<file path="config.mk">
export PLATFORM = sky130hd
export DESIGN_NAME = lanc_frame_transceiver
export DESIGN_NICKNAME = d
export VERILOG_FILES = /design/src/rtl/lanc_pkg.sv /design/src/rtl/lanc_frame_transceiver.sv
export SDC_FILE = /design/constraint.sdc
export NUM_CORES = 1
export LEC_CHECK = 0
export ABC_AREA = 0
export BUFFER_PORTS_ARGS = -buffer_cell sky130_fd_sc_hd__buf_4
export CORE_UTILIZATION = 50
export CTS_BUF_LIST = sky130_fd_sc_hd__clkbuf_4
export CTS_CLUSTER_SIZE = 16
export DETAILED_ROUTE_END_ITERATION = 8
export PLACE_DENSITY = 0.8
export SYNTH_ARGS = -nofsm -noshare
export SYNTH_HDL_FRONTEND = slang
export SYNTH_SLANG_ARGS = --single-unit
export TNS_END_PERCENT = 20
</file>
<file path="constraint.sdc">
create_clock -name i_clk -period 9.85 [get_ports i_clk]
set_clock_uncertainty 0.2 [all_clocks]
set_input_delay 1.4775 -clock i_clk [delete_from_list [all_inputs] [get_ports i_clk]]
set_output_delay 1.4775 -clock i_clk [all_outputs]
set_load 0.03 [all_outputs]
</file>
<file path="src/rtl/lanc_pkg.sv">
// Shared types, constants and helper functions for the LANC frame transceiver.
package lanc_pkg;

    // Width of the tick timer; it saturates at its maximum value.
    localparam int TIMER_BITS = 16;
    localparam logic [TIMER_BITS-1:0] TMAX = {TIMER_BITS{1'b1}};

    // Width used for deadline compares; covers both the timer and the sync setting.
    localparam int CMP_W = (TIMER_BITS > 16) ? TIMER_BITS : 16;

    // Configuration register indexes.
    localparam logic [1:0] REG_BIT_TICKS   = 2'd0;
    localparam logic [1:0] REG_START_TICKS = 2'd1;
    localparam logic [1:0] REG_SYNC_TICKS  = 2'd2;

    // Configuration reset values.
    localparam logic [9:0]  BIT_TICKS_RST   = 10'd104;
    localparam logic [9:0]  START_TICKS_RST = 10'd104;
    localparam logic [15:0] SYNC_TICKS_RST  = 16'd3000;

    // Index of the last of the eight byte slots: four sent, then four received.
    localparam logic [2:0] LAST_SLOT = 3'd7;

    typedef enum logic [2:0] {
        PH_SYNC = 3'd0,
        PH_WAIT = 3'd1,
        PH_SLOT = 3'd2,
        PH_HALF = 3'd3
    } t_phase;

    typedef enum logic [1:0] {
        DRV_IDLE = 2'd0,
        DRV_ONE  = 2'd1,
        DRV_ZERO = 2'd2
    } t_drive;

    // One result item as held in the output stage.
    typedef struct packed {
        logic [1:0]  line_drive;
        logic [31:0] rx_frame;
        logic        frame_done;
    } t_result;

    // Saturating increment of the tick timer.
    function automatic logic [TIMER_BITS-1:0] tick_inc(input logic [TIMER_BITS-1:0] t);
        return (t == TMAX) ? TMAX : t + TIMER_BITS'(1);
    endfunction

    // A deadline is met once the count reaches it or the timer has saturated.
    function automatic logic reached(input logic [TIMER_BITS-1:0] t,
                                     input logic [CMP_W-1:0] target);
        return (CMP_W'(t) >= target) || (t == TMAX);
    endfunction

endpackage

</file>
<file path="src/rtl/lanc_frame_transceiver.sv">
// LANC frame master: sync detection, four bytes driven and four sampled per frame.
// Results are registered, into the skid entry while the output is stalled.
// Throughput: one tick per cycle while the skid entry is empty; the output stage
// (register plus skid) keeps the input flowing while a result waits to be taken.
// Reset (i_rst_n low, synchronous): sync wait, counters and frames cleared,
// line released, received bytes zero, configuration back to 104/104/3000.
module lanc_frame_transceiver (
    input  logic        i_clk,
    input  logic        i_rst_n,
    // Input channel
    input  logic        i_in_valid,
    output logic        o_in_ready,
    input  logic        i_line_level,
    input  logic [7:0]  i_tx_byte0,
    input  logic [7:0]  i_tx_byte1,
    input  logic [7:0]  i_tx_byte2,
    input  logic [7:0]  i_tx_byte3,
    // Output channel
    output logic        o_out_valid,
    input  logic        i_out_ready,
    output logic [1:0]  o_line_drive,
    output logic [7:0]  o_rx_byte0,
    output logic [7:0]  o_rx_byte1,
    output logic [7:0]  o_rx_byte2,
    output logic [7:0]  o_rx_byte3,
    output logic        o_frame_done,
    // Configuration port
    input  logic        psel,
    input  logic        penable,
    input  logic        pwrite,
    input  logic [3:0]  paddr,
    input  logic [31:0] pwdata,
    output logic [31:0] prdata,
    output logic        pready
);
    import lanc_pkg::*;

    // Configuration registers
    logic [9:0]  r_bit_ticks;
    logic [9:0]  r_start_ticks;
    logic [15:0] r_sync_ticks;

    // Protocol state
    t_phase                r_phase,   n_phase;
    logic [2:0]            r_slot,    n_slot;
    logic [3:0]            r_bit,     n_bit;
    logic [TIMER_BITS-1:0] r_tick,    n_tick;
    logic [31:0]           r_tx,      n_tx;
    logic [31:0]           r_rx,      n_rx;
    t_drive                r_drive,   n_drive;
    logic [31:0]           r_rx_last, n_rx_last;
    logic                  n_done;

    // Output stage
    t_result r_out, r_skid, n_result;
    logic    r_out_valid, r_skid_valid;

    logic       in_xfer;
    logic       do_slot;
    logic       is_rx;
    logic [8:0] half_bit;
    logic [CMP_W-1:0] target;
    logic [4:0] bit_pos;
    logic [1:0] cfg_index;

    assign in_xfer   = i_in_valid && o_in_ready;
    assign o_in_ready = !r_skid_valid;
    assign half_bit  = r_bit_ticks[9:1];
    assign is_rx     = r_slot[2];
    assign cfg_index = paddr[3:2];

    // Configuration writes and reads.
    assign pready = 1'b1;

    always_ff @(posedge i_clk) begin
        if (!i_rst_n) begin
            r_bit_ticks   <= BIT_TICKS_RST;
            r_start_ticks <= START_TICKS_RST;
            r_sync_ticks  <= SYNC_TICKS_RST;
        end else if (psel && penable && pwrite && pready) begin
            case (cfg_index)
                REG_BIT_TICKS:   r_bit_ticks   <= pwdata[9:0];
                REG_START_TICKS: r_start_ticks <= pwdata[9:0];
                REG_SYNC_TICKS:  r_sync_ticks  <= pwdata[15:0];
                default: ;
            endcase
        end
    end

    always_comb begin
        case (cfg_index)
            REG_BIT_TICKS:   prdata = {22'd0, r_bit_ticks};
            REG_START_TICKS: prdata = {22'd0, r_start_ticks};
            REG_SYNC_TICKS:  prdata = {16'd0, r_sync_ticks};
            default:         prdata = 32'd0;
        endcase
    end

    // Next state for one tick: phase handling, then the shared slot work.
    always_comb begin
        n_phase   = r_phase;
        n_slot    = r_slot;
        n_bit     = r_bit;
        n_tick    = r_tick;
        n_tx      = r_tx;
        n_rx      = r_rx;
        n_drive   = r_drive;
        n_rx_last = r_rx_last;
        n_done    = 1'b0;
        do_slot   = 1'b0;
        target    = '0;
        bit_pos   = '0;

        case (r_phase)
            PH_SYNC: begin
                n_tick = i_line_level ? tick_inc(r_tick) : '0;
                if (reached(n_tick, CMP_W'(r_sync_ticks))) begin
                    n_phase = PH_WAIT;
                end
            end
            PH_WAIT: begin
                if (!i_line_level) begin
                    if (r_slot == 3'd0) begin
                        n_tx = {i_tx_byte3, i_tx_byte2, i_tx_byte1, i_tx_byte0};
                    end
                    if (is_rx) begin
                        n_rx = r_rx & ~(32'hFF << {r_slot[1:0], 3'b000});
                    end
                    n_tick  = TIMER_BITS'(1);
                    n_bit   = 4'd0;
                    n_phase = PH_SLOT;
                    do_slot = 1'b1;
                end
            end
            PH_SLOT: begin
                n_tick  = tick_inc(r_tick);
                do_slot = 1'b1;
            end
            PH_HALF: begin
                n_tick = tick_inc(r_tick);
                if (reached(n_tick, CMP_W'(half_bit))) begin
                    n_phase = PH_WAIT;
                end
            end
            default: begin
                n_phase = PH_SYNC;
                n_tick  = '0;
                n_slot  = 3'd0;
                n_drive = DRV_IDLE;
            end
        endcase

        // Drive or sample the next data bit, or close the slot after the last bit.
        if (do_slot) begin
            bit_pos = {r_slot[1:0], n_bit[2:0]};
            if (!n_bit[3]) begin
                target = CMP_W'(r_start_ticks)
                       + CMP_W'(n_bit[2:0]) * CMP_W'(r_bit_ticks)
                       + (is_rx ? CMP_W'(half_bit) : CMP_W'(0));
                if (reached(n_tick, target)) begin
                    if (is_rx) begin
                        if (i_line_level) begin
                            n_rx[bit_pos] = 1'b1;
                        end
                    end else begin
                        n_drive = n_tx[bit_pos] ? DRV_ONE : DRV_ZERO;
                    end
                    n_bit = n_bit + 4'd1;
                end
            end else begin
                target = CMP_W'(r_start_ticks) + (CMP_W'(r_bit_ticks) << 3);
                if (reached(n_tick, target)) begin
                    n_drive = DRV_IDLE;
                    n_tick  = '0;
                    if (r_slot == LAST_SLOT) begin
                        n_rx_last = n_rx;
                        n_done    = 1'b1;
                        n_slot    = 3'd0;
                        n_phase   = PH_SYNC;
                    end else begin
                        n_slot  = r_slot + 3'd1;
                        n_phase = (half_bit == 9'd0) ? PH_WAIT : PH_HALF;
                    end
                end
            end
        end
    end

    assign n_result.line_drive = n_drive;
    assign n_result.rx_frame   = n_rx_last;
    assign n_result.frame_done = n_done;

    // Protocol state advances on every input transfer.
    always_ff @(posedge i_clk) begin
        if (!i_rst_n) begin
            r_phase   <= PH_SYNC;
            r_slot    <= 3'd0;
            r_bit     <= 4'd0;
            r_tick    <= '0;
            r_tx      <= 32'd0;
            r_rx      <= 32'd0;
            r_drive   <= DRV_IDLE;
            r_rx_last <= 32'd0;
        end else if (in_xfer) begin
            r_phase   <= n_phase;
            r_slot    <= n_slot;
            r_bit     <= n_bit;
            r_tick    <= n_tick;
            r_tx      <= n_tx;
            r_rx      <= n_rx;
            r_drive   <= n_drive;
            r_rx_last <= n_rx_last;
        end
    end

    // Output register with a skid entry behind it.
    always_ff @(posedge i_clk) begin
        if (!i_rst_n) begin
            r_out_valid  <= 1'b0;
            r_skid_valid <= 1'b0;
        end else if (!r_out_valid || i_out_ready) begin
            if (r_skid_valid) begin
                r_out_valid  <= 1'b1;
                r_skid_valid <= 1'b0;
            end else begin
                r_out_valid <= in_xfer;
            end
        end else if (in_xfer) begin
            r_skid_valid <= 1'b1;
        end
    end

    always_ff @(posedge i_clk) begin
        if (!r_out_valid || i_out_ready) begin
            r_out <= r_skid_valid ? r_skid : n_result;
        end else if (in_xfer) begin
            r_skid <= n_result;
        end
    end

    assign o_out_valid  = r_out_valid;
    assign o_line_drive = r_out.line_drive;
    assign o_rx_byte0   = r_out.rx_frame[7:0];
    assign o_rx_byte1   = r_out.rx_frame[15:8];
    assign o_rx_byte2   = r_out.rx_frame[23:16];
    assign o_rx_byte3   = r_out.rx_frame[31:24];
    assign o_frame_done = r_out.frame_done;

endmodule

</file>
Word level (Yosys, flattened, before mapping)
Index checks and enable logic that the tools add are counted.
{"block": "word_totals", "reg_bits": 232, "inputBits": 76, "output_inout_bits": 70, "elab_cells": 132}
{"block": "op_classes", "addsub": 6, "n_mul": 1, "order_cmp": 6, "eq_ne": 10, "shifts": 1, "mux": 62, "bitwise": 5, "n_reduce_logical": 22}
{"cell": "$mux W32", "count": 15}
{"cell": "$mux W16", "count": 6}
{"cell": "$pmux W16 S3", "count": 2}
{"cell": "$eq A16 B16 Y1 const B", "count": 4}
{"cell": "$mux W35", "count": 1}
{"cell": "$mux W3", "count": 11}
{"cell": "$and A32 B32 Y32", "count": 1}
{"cell": "$not A32 Y32", "count": 1}
{"cell": "$or A32 B32 Y32", "count": 1}
{"cell": "$shl A8 B5 Y32 const A", "count": 1}
{"cell": "$add A10 B13 Y14", "count": 2}
{"cell": "$mux W4", "count": 5}
{"cell": "$mux W2", "count": 9}
{"cell": "$add A16 B1 Y16 const B", "count": 1}
{"cell": "$ge A16 B14 Y1", "count": 1}
{"cell": "$ge A16 B15 Y1", "count": 1}
{"cell": "$ge A16 B16 Y1", "count": 1}
{"cell": "$ge A16 B9 Y1", "count": 1}
{"cell": "$add A14 B9 Y15", "count": 1}
{"cell": "$mul A3 B10 Y13", "count": 1}
{"cell": "$pmux W3 S4", "count": 1}
{"cell": "$logic_not A9 Y1", "count": 1}
{"cell": "$mux W9", "count": 1}
{"cell": "$mux W1", "count": 8}
{"cell": "other kinds (21)", "count": 36}

Longest topological paths before layout
{"block": "depth", "depth_word": 12, "mapped_depth": 30, "ltp_nobuf": 27}

Worst setup path after synthesis
OpenSTA, ideal clock, no wires.
{"block": "synth_path", "path_type": "input port to flip-flop", "startpoint": "input port i_line_level", "endpoint": "register r_out (netlist bit o_line_drive[1]), data pin", "setup_time_ns": 0.260, "arrival_ns": 7.435, "required_time_ns": 9.390, "setup_slack_ns": 1.954, "stages": 30, "n_path_buf": 3, "path_cell_list": "or4b_1 buf_2 and2_4 buf_6 inv_2 buf_2 nor2_1 fa_1 fa_1 inv_1 fa_1 inv_1 ha_1 a21o_1 a21oi_1 o21bai_1 a21oi_1 o21ai_0 a21o_1 a21oi_1 xor2_1 ha_1 nand2_1 o21ai_0 a211o_1 o211ai_1 and2_1 nor4_1 o41ai_2 mux2_4"}
{"block": "synth_via", "elab_chain_len": 11}
{"item": "start, declared", "line": "lanc_frame_transceiver.sv:13", "source": "input logic i_line_level,"}
{"item": "$mux W4", "line": "lanc_frame_transceiver.sv:122", "source": "if (!i_line_level) begin"}
{"item": "$mux W4", "line": "lanc_frame_transceiver.sv:114", "source": "case (r_phase)"}
{"item": "$mul A3 B10 Y13", "line": "lanc_frame_transceiver.sv:158", "source": "+ CMP_W'(n_bit[2:0]) * CMP_W'(r_bit_ticks)"}
{"item": "$add A10 B13 Y14", "line": "lanc_frame_transceiver.sv:158"}
{"item": "$add A14 B9 Y15", "line": "lanc_frame_transceiver.sv:159", "source": "+ (is_rx ? CMP_W'(half_bit) : CMP_W'(0));"}
{"item": "$ge A16 B15 Y1", "line": "lanc_pkg.sv:52", "source": "return (CMP_W'(t) >= target) || (t == TMAX);"}
{"item": "$logic_or A1 B1 Y1", "line": "lanc_pkg.sv:52"}
{"item": "$mux W2", "line": "lanc_frame_transceiver.sv:160", "source": "if (reached(n_tick, target)) begin"}
{"item": "$mux W2", "line": "lanc_frame_transceiver.sv:156", "source": "if (!n_bit[3]) begin"}
{"item": "$mux W2 *", "line": "lanc_frame_transceiver.sv:154", "source": "if (do_slot) begin"}
{"item": "net n_drive[1]", "line": "lanc_frame_transceiver.sv:50", "source": "t_drive r_drive, n_drive;"}
{"item": "$mux W35 *", "line": "lanc_frame_transceiver.sv:235", "source": "r_out <= r_skid_valid ? r_skid : n_result;"}
{"item": "end signal, assigned", "line": "lanc_frame_transceiver.sv:235"}
{"item": "end, declared", "line": "lanc_frame_transceiver.sv:55", "source": "t_result r_out, r_skid, n_result;"}
Mark *: on every way through the listed nets, which the timed path passes. The rest lies on a longest branch. The select of a mux whose other input is x is not followed.
A chain may end at the register's enable or synchronous reset.

Worst setup path after layout
{"block": "layout_path", "startpoint": "input port i_line_level", "endpoint": "register r_rx[26]"}
{"block": "layout_via", "elab_chain_len": 12}
{"item": "parallel branches: the longest is 11 deep, another holds $ge A16 B15 Y1"}
{"item": "$mux W32 *", "line": "lanc_frame_transceiver.sv:154"}
{"item": "end signal, assigned", "line": "lanc_frame_transceiver.sv:210", "source": "r_rx <= n_rx;"}
{"item": "end, declared", "line": "lanc_frame_transceiver.sv:49", "source": "logic [31:0] r_rx, n_rx;"}
Mark *: on every way between the ends.

==> results_dict.tcl <==
set metrics [dict create \
    status "complete, no violations" \
    tns_ns 0 \
    hold_buffers 0 \
    crit_buf_inv 4 \
    arrival_ns 9.08 \
    ys_ff_latch 232 \
    critPathMaxFanout 24 \
    wire_per_inst_um 16.7 \
    io_buffer_count 110 \
    drt_pass1_iterations 7 \
    dp_cells 1986 \
    grt_pass1_wl_um 57500 \
    clk_pin_slew_worst_paths_ns 0.07 \
    worstSetupPathDepth 27 \
    netlist_instances 1610 \
    end_kind "flop" \
    cpLargestDelayFamily "compound AO/OA/AOI/OAI gates" \
    combPwrFrac_pct 7.0 \
    fmax_ghz 0.115 \
    power_mw 1.95 \
    routed-via-count 12100 \
    synth_flop_cell "dfxtp_1" \
    switching_share_pct 24.9 \
    cp.required_ns 10.24 \
    syn_to_final_growth_pct 12.3 \
    finalHoldViolations 0 \
    grt_setup_unrepaired "no" \
    cts_setup_buffers 0 \
    cts_root_buf "clkbuf_4" \
    grt_max_degree 68 \
    track_usage_pct 25.0 \
    seq_area_frac_synth_pct 38.9 \
    p_per_area_nw_per_um2 127 \
    seqPwrFrac_pct 51.5 \
    clkSinkCount 232 \
    cap_violations 0 \
    avgSynthCellArea_um2 8.53 \
    dp_hpwl_um 25100 \
    synth-edff-count 70 \
    crit_path_top_delay_cell "or4b_1" \
    layout_common_cells "nand2_1, dfxtp_1, a21oi_1" \
    grt_pass1_vias 11600 \
    layout.cells.non_filler 2088 \
    min_from "r_rx[5]$_SDFFE_PN0P_" \
    start_util_pct 50.9 \
    hold_end "r_rx_last[5]$_SDFFE_PN0P_" \
    die_x_um 168 \
    r2r_cells 26 \
    layout-drive-gt1-share_pct 15.5 \
    synth_cell_types 71 \
    finalWirelength_um 34900 \
    synth_warnings 0 \
    worst_pin_slew_ns 1.11 \
    cts_inserted_buffers 58 \
    maxSlewHeadroom_pct 25.9 \
    pwr-share-clk_pct 41.5 \
    ir_drop_mv 0.0690 \
    utilization_pct 57.2 \
    remaining_drc_errors 0 \
    setup_viol 0 \
    post-route-period-util_pct 88.3 \
    cts_tree "done" \
    path_class "primary input to flop" \
    rr_startpoint "r_phase[0]$_SDFFE_PN0P_" \
    num_rows 60 \
    p_leak_nw 6.21 \
    reg2reg_to "r_rx[26]$_SDFFE_PN0P_" \
    cts_resized 0 \
    rrSetupSlack_ns 1.56 \
    overflow 0 \
    ys_async_sr_fraction_pct 0 \
    startpoint_type "primary input" \
    h-tree-depth 2 \
    nets 1900 \
    hp-class "flop to flop" \
    layout_commonest_cell "nand2_1" \
    ant_nets 0 \
    drv_slew 0 \
    cell_internal_pwr_mw 1.47 \
    layout_min_cycle_time_ns 8.70 \
    fp.dieH_um 168 \
    drtIter0Drc 858 \
    grt_antenna_before_repair 1 \
    hold_path_depth 2 \
    ctsLongestPathBuffers 3 \
    core_area_um2 27000 \
    syn-cell-area_um2 13700 \
    p_switching_mw 0.486 \
    dieArea_um2 28100 \
    vias_per_cell 5.78 \
    io_pins 146 \
    clk_latency_ns 0.71 \
    gp_congestion 0.888 \
    max_stage_delay_ns 0.85 \
]
## stage by stage
| step | hold slack, ns | worst slack [ns] | area (µm²) |
|---|---|---|---|
| 5_1_grt | 0.274 | 0.708 | 15400 |
| 2_1_floorplan | 0.231 | 1.95 | 13800 |
| 3_3_place_gp | 0.241 | 0.889 | 14700 |
| 3_5_place_dp | 0.247 | 0.673 | 14700 |
| 6_report | 0.253 | 1.15 | 15400 |
| 4_1_cts | 0.243 | 1.38 | 15400 |
## cell usage after synthesis, types with 26 or more instances
library cell / instances / area, µm²
a21oi_1: 137 / 686
nand3_1: 70 / 350
mux2i_1: 26 / 260
ha_1: 92 / 1150
nor2_1: 75 / 282
clkbuf_1: 59 / 221
mux2_2: 35 / 394
fa_1: 27 / 541
buf_4: 26 / 195
edfxtp_1: 70 / 2100
o21ai_0: 91 / 455
nand2_1: 327 / 1230
inv_1: 83 / 312
o21ai_1: 30 / 150
dfxtp_1: 162 / 3240
## routing by layer
metal	wire (µm)	GRT usage [%]
met5	0	0
met4	1130	10.2
met3	2440	4.11
met2	16600	41.2
met1	14800	32.6
## cell families after synthesis
group / synth area share (%)
buffers and inverters: 6.22
muxes: 4.88
and+or+nand+nor: 19.3
xor gates and xnor gates: 1.66
AOI/OAI and AO/OA: 16.6
DFF: 38.9
adders and majority gates: 12.3
other: 0.0547
## layout make-up
cell class,instances,area [µm²]
inverters,86,323
repair buffers,128,961
fillers,2371,11500
diodes,1,2.50
multi-input cells,1199,7610
flip-flops and latches,232,5350
clock buffers,85,638
clock inverters,16,103
well taps,341,427
## how the worst max path moves through the flow
stage,start,to
2_1_floorplan,i_line_level,o_line_drive[1]$_DFFE_PN_
3_3_place_gp,i_line_level,o_line_drive[1]$_DFFE_PN_
3_5_place_dp,i_line_level,r_rx[30]$_SDFFE_PN0P_
4_1_cts,i_line_level,r_rx[30]$_SDFFE_PN0P_
5_1_grt,i_line_level,r_rx[26]$_SDFFE_PN0P_
6_report,i_line_level,r_rx[26]$_SDFFE_PN0P_
## power by group through the flow
stage	combinational [mW]	sequential, mW	clock [mW]
floorplan	0.0687	1.04	0
finish	0.137	1.01	0.811
detailed placement	0.136	1.03	0
global route	0.147	1.01	0.879
CTS	0.137	1.01	0.832
global placement	0.134	1.03	0
## flip-flops by register name, indices dropped and copies added, names as in the netlist, 10 cells and up
signal and flops:
r_bit_ticks 10, r_rx 32, r_rx_last 32, r_skid 35, r_start_ticks 10, r_sync_ticks 16, r_tick 16, r_tx 32
## tightest hold or removal path, stage by stage, from the launching register on
cell and delay (ns):
dfxtp_1 0.32, nand3_1 0.06, a21oi_1 0.05
Power figures use the tool's default switching activity.
